<file path="config.mk">
export PLATFORM = sky130hd
export DESIGN_NAME = assoc_legendre_eval_top
export DESIGN_NICKNAME = d
export VERILOG_FILES = /design/src/hdl/ale_pkg.sv /design/src/hdl/ale_unit.sv /design/src/hdl/assoc_legendre_eval_top.sv
export SDC_FILE = /design/constraint.sdc
export NUM_CORES = 2
export LEC_CHECK = 0
export ABC_CLOCK_PERIOD_IN_PS = 13400
export BUFFER_PORTS_ARGS = -buffer_cell sky130_fd_sc_hd__buf_4
export CAP_MARGIN = 20
export CORE_UTILIZATION = 25
export DETAILED_ROUTE_END_ITERATION = 10
export SYNTH_ARGS = -nofsm -noshare
export SYNTH_HDL_FRONTEND = slang
export SYNTH_SLANG_ARGS = --single-unit
</file>
<file path="constraint.sdc">
create_clock -name clk -period 13.4 [get_ports clk]
set_input_delay 0.67 -clock clk [delete_from_list [all_inputs] [get_ports clk]]
set_output_delay 0.67 -clock clk [all_outputs]
set_load 0.02 [all_outputs]
</file>
<file path="src/hdl/ale_pkg.sv">
// Shared types, constants and sign helpers for the associated Legendre evaluator.
// Used by ale_unit and assoc_legendre_eval_top; depends on nothing.
package ale_pkg;

    // fixed-point constants
    localparam logic [63:0] ONE_Q32 = 64'h0000_0001_0000_0000;
    localparam logic [63:0] ONE_Q60 = 64'h1000_0000_0000_0000;
    localparam logic signed [31:0] ONE_Q30 = 32'sh4000_0000;
    localparam logic signed [63:0] VAL_MAX = 64'sh007F_FFFF_FFFF_FFFF;
    localparam logic signed [63:0] VAL_MIN = -64'sh0080_0000_0000_0000;

    // operations of the shared unit
    typedef enum logic [1:0] {
        OP_MUL,
        OP_DIV,
        OP_SQRT
    } unit_op_t;

    // sequencer states
    typedef enum logic [3:0] {
        ST_IDLE,
        ST_SQ,
        ST_SQRT,
        ST_PMM_C,
        ST_PMM_S,
        ST_CHK,
        ST_PH_C,
        ST_PH_X,
        ST_RCHK,
        ST_RA_C,
        ST_RA_X,
        ST_RB_C,
        ST_RDIV,
        ST_OUT
    } state_t;

    typedef struct packed {
        logic        start;
        unit_op_t    op;
        logic        rnd;    // MUL: add 2^29 and shift right by 30
        logic [63:0] opa;
        logic [30:0] opb;    // MUL multiplier, DIV divisor in low 4 bits
    } unit_req_t;

    typedef struct packed {
        logic        done;
        logic [63:0] res;
    } unit_rsp_t;

    function automatic logic [63:0] mag(input logic [63:0] v);
        mag = v[63] ? (64'd0 - v) : v;
    endfunction

    function automatic logic [63:0] with_sign(input logic [63:0] m, input logic neg);
        with_sign = neg ? (64'd0 - m) : m;
    endfunction

endpackage

</file>
<file path="src/hdl/ale_unit.sv">
// Shared iterative arithmetic unit: shift-add multiply, restoring divide, square root.
// Depends on ale_pkg for the request/response structs and operation codes.
module ale_unit
(
    input  logic              clk,
    input  logic              rst_n,
    input  ale_pkg::unit_req_t req,
    output ale_pkg::unit_rsp_t rsp
);

    logic                busy_reg, busy_next;
    ale_pkg::unit_op_t   op_reg, op_next;
    logic                rnd_reg, rnd_next;
    logic [94:0]         acc_reg, acc_next;
    logic [94:0]         ash_reg, ash_next;
    logic [30:0]         bsh_reg, bsh_next;
    logic [60:0]         bit_reg, bit_next;
    logic [3:0]          rem_reg, rem_next;
    logic [5:0]          cnt_reg, cnt_next;
    logic                done_reg, done_next;
    logic [63:0]         res_reg, res_next;

    logic [4:0]          trial;
    logic                qbit;
    logic [61:0]         t_sum;
    logic [60:0]         srem;
    logic [60:0]         sroot;

    // next-state logic for the three iterative operations
    always_comb
    begin
        busy_next = busy_reg;
        op_next   = op_reg;
        rnd_next  = rnd_reg;
        acc_next  = acc_reg;
        ash_next  = ash_reg;
        bsh_next  = bsh_reg;
        bit_next  = bit_reg;
        rem_next  = rem_reg;
        cnt_next  = cnt_reg;
        done_next = 1'b0;
        res_next  = res_reg;
        trial     = {rem_reg, acc_reg[63]};
        qbit      = 1'b0;
        t_sum     = {1'b0, ash_reg[60:0]} + {1'b0, bit_reg};
        srem      = acc_reg[60:0];
        sroot     = ash_reg[60:0] >> 1;
        if (req.start)
        begin
            busy_next = 1'b1;
            op_next   = req.op;
            rnd_next  = req.rnd;
            cnt_next  = 6'd0;
            rem_next  = 4'd0;
            bsh_next  = req.opb;
            bit_next  = 61'd1 << 60;
            case (req.op)
                ale_pkg::OP_MUL:
                begin
                    acc_next = req.rnd ? (95'd1 << 29) : 95'd0;
                    ash_next = {31'd0, req.opa};
                end
                ale_pkg::OP_DIV:
                begin
                    acc_next = {31'd0, req.opa + {61'd0, req.opb[3:1]}};
                    ash_next = 95'd0;
                end
                default:
                begin
                    acc_next = {34'd0, req.opa[60:0]};
                    ash_next = 95'd0;
                end
            endcase
        end
        else if (busy_reg)
        begin
            case (op_reg)
                ale_pkg::OP_MUL:
                begin
                    if (bsh_reg == 31'd0)
                    begin
                        busy_next = 1'b0;
                        done_next = 1'b1;
                        res_next  = rnd_reg ? acc_reg[93:30] : acc_reg[63:0];
                    end
                    else
                    begin
                        if (bsh_reg[0])
                        begin
                            acc_next = acc_reg + ash_reg;
                        end
                        ash_next = ash_reg << 1;
                        bsh_next = bsh_reg >> 1;
                    end
                end
                ale_pkg::OP_DIV:
                begin
                    // one quotient bit per cycle, MSB first
                    if (trial >= {1'b0, bsh_reg[3:0]})
                    begin
                        qbit     = 1'b1;
                        rem_next = 4'(trial - {1'b0, bsh_reg[3:0]});
                    end
                    else
                    begin
                        rem_next = trial[3:0];
                    end
                    acc_next = {31'd0, acc_reg[62:0], qbit};
                    cnt_next = cnt_reg + 6'd1;
                    if (cnt_reg == 6'd63)
                    begin
                        busy_next = 1'b0;
                        done_next = 1'b1;
                        res_next  = {acc_reg[62:0], qbit};
                    end
                end
                default:
                begin
                    // digit-by-digit root, two radicand bits per cycle
                    if ({1'b0, acc_reg[60:0]} >= t_sum)
                    begin
                        srem  = 61'(({1'b0, acc_reg[60:0]}) - t_sum);
                        sroot = (ash_reg[60:0] >> 1) + bit_reg;
                    end
                    acc_next = {34'd0, srem};
                    ash_next = {34'd0, sroot};
                    bit_next = bit_reg >> 2;
                    cnt_next = cnt_reg + 6'd1;
                    if (cnt_reg == 6'd30)
                    begin
                        busy_next = 1'b0;
                        done_next = 1'b1;
                        res_next  = (srem > sroot) ? {3'd0, sroot + 61'd1} : {3'd0, sroot};
                    end
                end
            endcase
        end
    end

    // control registers
    always_ff @(posedge clk or negedge rst_n)
    begin
        if (!rst_n)
        begin
            busy_reg <= 1'b0;
            done_reg <= 1'b0;
            op_reg   <= ale_pkg::OP_MUL;
        end
        else
        begin
            busy_reg <= busy_next;
            done_reg <= done_next;
            op_reg   <= op_next;
        end
    end

    // datapath registers
    always_ff @(posedge clk)
    begin
        rnd_reg <= rnd_next;
        acc_reg <= acc_next;
        ash_reg <= ash_next;
        bsh_reg <= bsh_next;
        bit_reg <= bit_next;
        rem_reg <= rem_next;
        cnt_reg <= cnt_next;
        res_reg <= res_next;
    end

    assign rsp.done = done_reg;
    assign rsp.res  = res_reg;

endmodule

</file>
<file path="src/hdl/assoc_legendre_eval_top.sv">
// Top level of the associated Legendre evaluator: input capture, sequencer, output register.
// Depends on ale_pkg and ale_unit.
//
// Input items arrive on s_tvalid/s_tready/s_tdata (degree l, order m, argument x in Q2.30).
// Each item yields one result item on m_tvalid/m_tready/m_tdata with m_tuser = bad_args;
// the value is P^m_l(x) with 32 fraction bits, zero when the arguments are bad.
// s_tready is high only while the sequencer is idle: one item is worked on at a time.
// The work runs on one shared iterative unit: a multiply steps through the multiplier
// bits (up to 31 for x or s, 1 to 4 for an integer coefficient), a divide and the square
// root run bit by bit, each with a handoff to and from the sequencer.
// An item with bad arguments goes straight to the output stage.
// s_tready returns the cycle after the result is loaded.
// A finished result waits in the output register; the next item can be accepted
// meanwhile, and its result waits in the sequencer until the register frees.
// Reset clears the sequencer and the output valid; no clearing pass is needed.
module assoc_legendre_eval_top
#(
    parameter int L_MAX = 8
)
(
    input  logic        clk,
    input  logic        rst_n,
    input  logic        s_tvalid,
    output logic        s_tready,
    input  logic [39:0] s_tdata,   // degree[3:0], order[7:4], arg_x[39:8]
    output logic        m_tvalid,
    input  logic        m_tready,
    output logic [55:0] m_tdata,   // value[55:0]
    output logic        m_tuser    // bad_args
);

    ale_pkg::state_t     state_reg, state_next;
    logic                issued_reg, issued_next;
    logic [3:0]          l_reg, l_next;
    logic [3:0]          m_reg, m_next;
    logic [31:0]         x_reg, x_next;
    logic [3:0]          k_reg, k_next;
    logic [3:0]          i_reg, i_next;
    logic [63:0]         plo_reg, plo_next;
    logic [63:0]         phi_reg, phi_next;
    logic [63:0]         a_reg, a_next;
    logic [30:0]         s_reg, s_next;
    logic [63:0]         res_reg, res_next;
    logic                bad_reg, bad_next;
    logic                ov_reg, ov_next;
    logic [55:0]         od_reg, od_next;
    logic                ob_reg, ob_next;

    ale_pkg::unit_req_t  u_req;
    ale_pkg::unit_rsp_t  u_rsp;

    logic [3:0]          in_l;
    logic [3:0]          in_m;
    logic signed [31:0]  in_x;
    logic                in_bad;
    logic [63:0]         ux;
    logic [63:0]         sat;

    assign in_l   = s_tdata[3:0];
    assign in_m   = s_tdata[7:4];
    assign in_x   = s_tdata[39:8];
    assign in_bad = (in_m > in_l) || (in_l > 4'(L_MAX)) ||
                    (in_x > ale_pkg::ONE_Q30) || (in_x < -ale_pkg::ONE_Q30);
    assign ux     = ale_pkg::mag({{32{x_reg[31]}}, x_reg});

    // saturate to the 56-bit result range
    always_comb
    begin
        if ($signed(res_reg) > ale_pkg::VAL_MAX)
        begin
            sat = ale_pkg::VAL_MAX;
        end
        else if ($signed(res_reg) < ale_pkg::VAL_MIN)
        begin
            sat = ale_pkg::VAL_MIN;
        end
        else
        begin
            sat = res_reg;
        end
    end

    ale_unit u_unit
    (
        .clk   (clk),
        .rst_n (rst_n),
        .req   (u_req),
        .rsp   (u_rsp)
    );

    // sequencer: next state, unit requests and datapath updates
    always_comb
    begin
        state_next  = state_reg;
        issued_next = issued_reg;
        l_next      = l_reg;
        m_next      = m_reg;
        x_next      = x_reg;
        k_next      = k_reg;
        i_next      = i_reg;
        plo_next    = plo_reg;
        phi_next    = phi_reg;
        a_next      = a_reg;
        s_next      = s_reg;
        res_next    = res_reg;
        bad_next    = bad_reg;
        ov_next     = ov_reg;
        od_next     = od_reg;
        ob_next     = ob_reg;
        u_req.start = 1'b0;
        u_req.op    = ale_pkg::OP_MUL;
        u_req.rnd   = 1'b0;
        u_req.opa   = 64'd0;
        u_req.opb   = 31'd0;

        if (ov_reg && m_tready)
        begin
            ov_next = 1'b0;
        end

        // every unit-driven state issues once and waits for done
        if (state_reg != ale_pkg::ST_IDLE && state_reg != ale_pkg::ST_CHK &&
            state_reg != ale_pkg::ST_RCHK && state_reg != ale_pkg::ST_OUT)
        begin
            u_req.start = !issued_reg;
            issued_next = 1'b1;
            if (u_rsp.done)
            begin
                issued_next = 1'b0;
            end
        end

        case (state_reg)
            ale_pkg::ST_IDLE:
            begin
                if (s_tvalid)
                begin
                    l_next   = in_l;
                    m_next   = in_m;
                    x_next   = in_x;
                    plo_next = ale_pkg::ONE_Q32;
                    i_next   = 4'd1;
                    bad_next = in_bad;
                    res_next = 64'd0;
                    if (in_bad)
                    begin
                        state_next = ale_pkg::ST_OUT;
                    end
                    else if (in_m == 4'd0)
                    begin
                        state_next = ale_pkg::ST_CHK;
                    end
                    else
                    begin
                        state_next = ale_pkg::ST_SQ;
                    end
                end
            end
            ale_pkg::ST_SQ:
            begin
                // x^2, exact with 60 fraction bits
                u_req.op  = ale_pkg::OP_MUL;
                u_req.opa = ux;
                u_req.opb = ux[30:0];
                if (u_rsp.done)
                begin
                    a_next     = ale_pkg::ONE_Q60 - u_rsp.res;
                    state_next = ale_pkg::ST_SQRT;
                end
            end
            ale_pkg::ST_SQRT:
            begin
                u_req.op  = ale_pkg::OP_SQRT;
                u_req.opa = a_reg;
                if (u_rsp.done)
                begin
                    s_next     = u_rsp.res[30:0];
                    state_next = ale_pkg::ST_PMM_C;
                end
            end
            ale_pkg::ST_PMM_C:
            begin
                // times the odd factor 2i-1
                u_req.op  = ale_pkg::OP_MUL;
                u_req.opa = ale_pkg::mag(plo_reg);
                u_req.opb = {26'd0, 5'({i_reg, 1'b0}) - 5'd1};
                if (u_rsp.done)
                begin
                    a_next     = ale_pkg::with_sign(u_rsp.res, plo_reg[63]);
                    state_next = ale_pkg::ST_PMM_S;
                end
            end
            ale_pkg::ST_PMM_S:
            begin
                // times s, negated
                u_req.op  = ale_pkg::OP_MUL;
                u_req.rnd = 1'b1;
                u_req.opa = ale_pkg::mag(a_reg);
                u_req.opb = s_reg;
                if (u_rsp.done)
                begin
                    plo_next = ale_pkg::with_sign(u_rsp.res, !a_reg[63]);
                    i_next   = i_reg + 4'd1;
                    if (i_reg == m_reg)
                    begin
                        state_next = ale_pkg::ST_CHK;
                    end
                    else
                    begin
                        state_next = ale_pkg::ST_PMM_C;
                    end
                end
            end
            ale_pkg::ST_CHK:
            begin
                if (l_reg == m_reg)
                begin
                    res_next   = plo_reg;
                    state_next = ale_pkg::ST_OUT;
                end
                else
                begin
                    state_next = ale_pkg::ST_PH_C;
                end
            end
            ale_pkg::ST_PH_C:
            begin
                u_req.op  = ale_pkg::OP_MUL;
                u_req.opa = ale_pkg::mag(plo_reg);
                u_req.opb = {26'd0, {m_reg, 1'b1}};
                if (u_rsp.done)
                begin
                    a_next     = ale_pkg::with_sign(u_rsp.res, plo_reg[63]);
                    state_next = ale_pkg::ST_PH_X;
                end
            end
            ale_pkg::ST_PH_X:
            begin
                u_req.op  = ale_pkg::OP_MUL;
                u_req.rnd = 1'b1;
                u_req.opa = ale_pkg::mag(a_reg);
                u_req.opb = ux[30:0];
                if (u_rsp.done)
                begin
                    phi_next   = ale_pkg::with_sign(u_rsp.res, a_reg[63] ^ x_reg[31]);
                    k_next     = m_reg + 4'd2;
                    state_next = ale_pkg::ST_RCHK;
                end
            end
            ale_pkg::ST_RCHK:
            begin
                if (k_reg > l_reg)
                begin
                    res_next   = phi_reg;
                    state_next = ale_pkg::ST_OUT;
                end
                else
                begin
                    state_next = ale_pkg::ST_RA_C;
                end
            end
            ale_pkg::ST_RA_C:
            begin
                u_req.op  = ale_pkg::OP_MUL;
                u_req.opa = ale_pkg::mag(phi_reg);
                u_req.opb = {26'd0, 5'({k_reg, 1'b0}) - 5'd1};
                if (u_rsp.done)
                begin
                    a_next     = ale_pkg::with_sign(u_rsp.res, phi_reg[63]);
                    state_next = ale_pkg::ST_RA_X;
                end
            end
            ale_pkg::ST_RA_X:
            begin
                u_req.op  = ale_pkg::OP_MUL;
                u_req.rnd = 1'b1;
                u_req.opa = ale_pkg::mag(a_reg);
                u_req.opb = ux[30:0];
                if (u_rsp.done)
                begin
                    a_next     = ale_pkg::with_sign(u_rsp.res, a_reg[63] ^ x_reg[31]);
                    state_next = ale_pkg::ST_RB_C;
                end
            end
            ale_pkg::ST_RB_C:
            begin
                // subtract (k+m-1) * P_{k-2}
                u_req.op  = ale_pkg::OP_MUL;
                u_req.opa = ale_pkg::mag(plo_reg);
                u_req.opb = {26'd0, 5'({1'b0, k_reg} + {1'b0, m_reg} - 5'd1)};
                if (u_rsp.done)
                begin
                    a_next     = a_reg - ale_pkg::with_sign(u_rsp.res, plo_reg[63]);
                    state_next = ale_pkg::ST_RDIV;
                end
            end
            ale_pkg::ST_RDIV:
            begin
                u_req.op  = ale_pkg::OP_DIV;
                u_req.opa = ale_pkg::mag(a_reg);
                u_req.opb = {27'd0, k_reg - m_reg};
                if (u_rsp.done)
                begin
                    plo_next   = phi_reg;
                    phi_next   = ale_pkg::with_sign(u_rsp.res, a_reg[63]);
                    k_next     = k_reg + 4'd1;
                    state_next = ale_pkg::ST_RCHK;
                end
            end
            ale_pkg::ST_OUT:
            begin
                if (!ov_reg || m_tready)
                begin
                    ov_next    = 1'b1;
                    od_next    = sat[55:0];
                    ob_next    = bad_reg;
                    state_next = ale_pkg::ST_IDLE;
                end
            end
            default:
            begin
                state_next = ale_pkg::ST_IDLE;
            end
        endcase
    end

    // control registers
    always_ff @(posedge clk or negedge rst_n)
    begin
        if (!rst_n)
        begin
            state_reg  <= ale_pkg::ST_IDLE;
            issued_reg <= 1'b0;
            ov_reg     <= 1'b0;
        end
        else
        begin
            state_reg  <= state_next;
            issued_reg <= issued_next;
            ov_reg     <= ov_next;
        end
    end

    // datapath registers
    always_ff @(posedge clk)
    begin
        l_reg   <= l_next;
        m_reg   <= m_next;
        x_reg   <= x_next;
        k_reg   <= k_next;
        i_reg   <= i_next;
        plo_reg <= plo_next;
        phi_reg <= phi_next;
        a_reg   <= a_next;
        s_reg   <= s_next;
        res_reg <= res_next;
        bad_reg <= bad_next;
        od_reg  <= od_next;
        ob_reg  <= ob_next;
    end

    assign s_tready = (state_reg == ale_pkg::ST_IDLE);
    assign m_tvalid = ov_reg;
    assign m_tdata  = od_reg;
    assign m_tuser  = ob_reg;

    // a unit result only comes back for a request that was issued
    a_done_issued: assert property (@(posedge clk) disable iff (!rst_n)
        u_rsp.done |-> issued_reg)
        else $error("unit done without a pending request");

    // a flagged result carries a zero value
    a_bad_zero: assert property (@(posedge clk) disable iff (!rst_n)
        (m_tvalid && m_tuser) |-> (m_tdata == 56'd0))
        else $error("bad_args result with nonzero value");

    // an item with bad arguments goes straight to the output stage
    a_bad_path: assert property (@(posedge clk) disable iff (!rst_n)
        (s_tvalid && s_tready && in_bad) |=> (state_reg == ale_pkg::ST_OUT))
        else $error("bad arguments not short-cut");

    // no request is issued while the sequencer is idle
    a_idle_quiet: assert property (@(posedge clk) disable iff (!rst_n)
        (state_reg == ale_pkg::ST_IDLE) |-> !u_req.start)
        else $error("unit started while idle");

endmodule
</file>
==> out/qor.csv <==
stage,metric,value,unit
outcome,outcome,completed,
sta,final setup vio count,0,
sta,final hold slack,0.1060,ns
synth,Syn Inst Count,7880,
drt,via count,65476,
power_and_ir_drop,pwr/cell area,229.4,nW/um^2
clock_network,CTS root buf,clkbuf_16,
worst_setup_path,reg2reg end,u_unit.res_reg[1]$_DFFE_PP_,
worst_setup_path,critical path launch point type,register,
clock_network,H-Tree Depth,3,
cells_and_area,Register Area,21410,um^2
die,core region area,263000,um^2
drt,Via density,5.775,
die,# IOs,103,
cells_and_area,layout cell share with drive strength beyond 1,0.07742,
worst_setup_path,Reg2Reg Depth,42,
synth,synthesized flop and latch total,728,
worst_setup_path,r2r startpoint,u_unit.ash_reg[2]$_DFFE_PP_,
worst_setup_path,cell mode on critical path,o21ai_0,
power_and_ir_drop,VDD IR-drop max,0.2023,mV
job,Max Cap Viol,0,
synth,Mapped Nets,8304,
worst_setup_path,Crit. End Element,register,
power_and_ir_drop,Total Power,17100,uW
cells_and_area,Final Net Count,8164,
sta,RSZ-0062 raised after global routing,no,
synth,Yosys cell types,110,
synth,top-count cell post-synth,nand2_1,
drt,Residual DRC,0,
synth,register area share after synthesis,0.3228,
die,starting density of the core,0.2521,
global_route,initial antenna violation count,9,
global_route,vias in the first global route,59981,
worst_setup_path,worst setup path start,u_unit.ash_reg[2]$_DFFE_PP_,
placement,DP Wirelength,227500,um
cells_and_area,Area Overhead vs Synth,12.44,%
sta,fin. max-slew vios,0,
global_route,Tot GR Track Use,0.2126,
sta,fmax,0.08338,GHz
worst_setup_path,critical path's largest stage delay,0.79,ns
min_path,Worst Hold End,x_reg[5]$_DFFE_PP_,
sta,Setup WS post-layout,1.407,ns
sta,Final min period,11.99,ns
clock_network,cts bufs inserted,93,
sta,skew final,0.05168,ns
sta,Setup TNS,0,ns
clock_network,"CTS clk-pin slew, worst paths",0.06,ns
placement,pre-CTS WS,1.645,ns
die,Rows,188,
synth,average size of a mapped cell,8.413,um^2
clock_network,"Setup Fix Bufs, Post-CTS",0,
min_path,hold_sp,s_tdata[13],
die,die height,517.0,um
worst_setup_path,CP Data Arrival Time,12.46,ns
worst_setup_path,Crit path required time,13.86,ns
synth,synth top area cells,"edfxtp_1 (31%), ha_1 (7.0%), xnor2_1 (5.7%), o21ai_0 (4.9%), nand2_1 (4.7%)",
cells_and_area,finished layout cell area,74540,um^2
drt,drt first pass iters,6,
global_route,aggregate global routing overflow,0,
global_route,largest net degree at the start of global routing,131,
synth,Synth top cells by count,"nand2_1 (830), edfxtp_1 (677), nor2_1 (648)",
min_path,Worst Hold Class,input pin to register,
synth,Yosys warnings,0,
synth,"EDFF count, synth",677,
sta,Worst-Margin Slew,1.330,ns
clock_network,Max clock buf depth,3,
drt,1st-iter DRT viols,9220,
cells_and_area,area of the multi-input gates,42610,um^2
placement,count of input and output buffers,102,
synth,area share of the largest cell type after synthesis,0.3066,
sta,worst rel slew slack,0.1137,
synth,Post-Syn Area,66300,um^2
placement,Placer Congestion,1.036,
placement,Post-DP Area,71160,um^2
clock_network,clock insertion delay at the later pin of the skew report,0.77,ns
drt,Detail Route Antenna Nets,0,
drt,Routed Wire Length,294700,um
drt,Routed WL per cell,26.00,um
worst_setup_path,Setup CP Type,register to register,
clock_network,post-CTS sizing,0,
clock_network,CTS tree,yes,
synth,largest area contributor in the netlist,edfxtp_1,
worst_setup_path,crit path max fanout,34,
die,die area,267300,um^2
min_path,Hold Path Cell Cnt,1,
cells_and_area,fill count,28175,
die,DIE WIDTH,517.0,um
global_route,first-pass GRT wire length,422800,um
worst_setup_path,FF-to-FF setup slack,1.41,ns
synth,Synth async-reset ratio,0.01374,
sta,Tcrit/Tclk final,0.8950,
clock_network,clk sinks,728,
sta,final hold vios,0,
power_and_ir_drop,Leakage,0.02674,uW
synth,Main synth FF type,edfxtp_1,
worst_setup_path,slowest CP cell,nor4_1,
## per-layer routing
metal  part of all wire  up-vias  track usage
met5                  0        -            0
met4              0.055        0       0.1051
met3               0.11      531      0.03785
met2               0.41     3931       0.3087
met1               0.43    31755       0.2998
li1                   -    29259            -
## worst max-delay path, delay by kind of cell (launching register included)
family	cells	cell delay, ns
flip-flops	1	0.52
AND/OR/NAND/NOR	13	3.58
XOR/XNOR	1	0.20
AO/OA/AOI/OAI	20	4.50
multiplexers	3	0.75
adder cells (fa/ha/maj)	3	1.14
buffers and inverters	2	0.98
## per-stage QoR
| step | utilization | cells |
|---|---|---|
| CTS | 0.2831 | 11321 |
| global placement | 0.2705 | 11148 |
| floorplan | - | 7880 |
| finish | 0.2835 | 11337 |
| global route | 0.2834 | 11331 |
| detailed placement | 0.2706 | 11150 |
## area by class of cell
cell class                      instances  area share
Clock inverter                         64     0.01133
Clock buffer                          106     0.03273
Multi-Input combinational cell       6468      0.5717
Timing Repair Buffer                  284     0.02951
Inverter                              165    0.008359
Antenna cell                            7   0.0002350
Sequential cell                       728      0.2872
Tap cell                             3515     0.05900
## cell usage in the layout, fill, tap and decap left out, types with 161 or more instances in the layout
master	instances
a21oi_1	536
buf_4	269
nor2_1	636
nor3_1	172
nand2_1	823
xor2_1	355
edfxtp_1	677
a21o_1	226
xnor2_1	428
ha_1	373
o21ai_0	646
inv_1	161
## kinds of logic after synthesis
kind of cell	Yosys count	synth area share
and+or+nand+nor	2645	0.1940
AOI/OAI and AO/OA	2525	0.2467
adders and majority gates	384	0.07311
xor gates and xnor gates	787	0.1044
buffers and inverters	684	0.03944
muxes	127	0.01950
DFF	728	0.3228
## worst max-delay path by stage
| stage | endpoint | slack [ns] |
|---|---|---|
| after CTS | u_unit.res_reg[1]$_DFFE_PP_ | 1.60 |
| after global placement | u_unit.res_reg[53]$_DFFE_PP_ | 1.30 |
| after global routing | u_unit.res_reg[43]$_DFFE_PP_ | 0.65 |
| after floorplan | u_unit.res_reg[29]$_DFFE_PP_ | 3.83 |
| final | u_unit.res_reg[1]$_DFFE_PP_ | 1.41 |
| after detailed placement | u_unit.res_reg[59]$_DFFE_PP_ | 1.64 |
## power by group
part	internal [uW]	switching, uW
clock network	1640	1130
registers	3310	615
logic	3410	6990
## timing repair
action	CTS	global route
endpoints found under the hold margin	10	0
hold buffers	1	0
setup endpoints to repair	0	0
(Power assumes the default switching activity.)
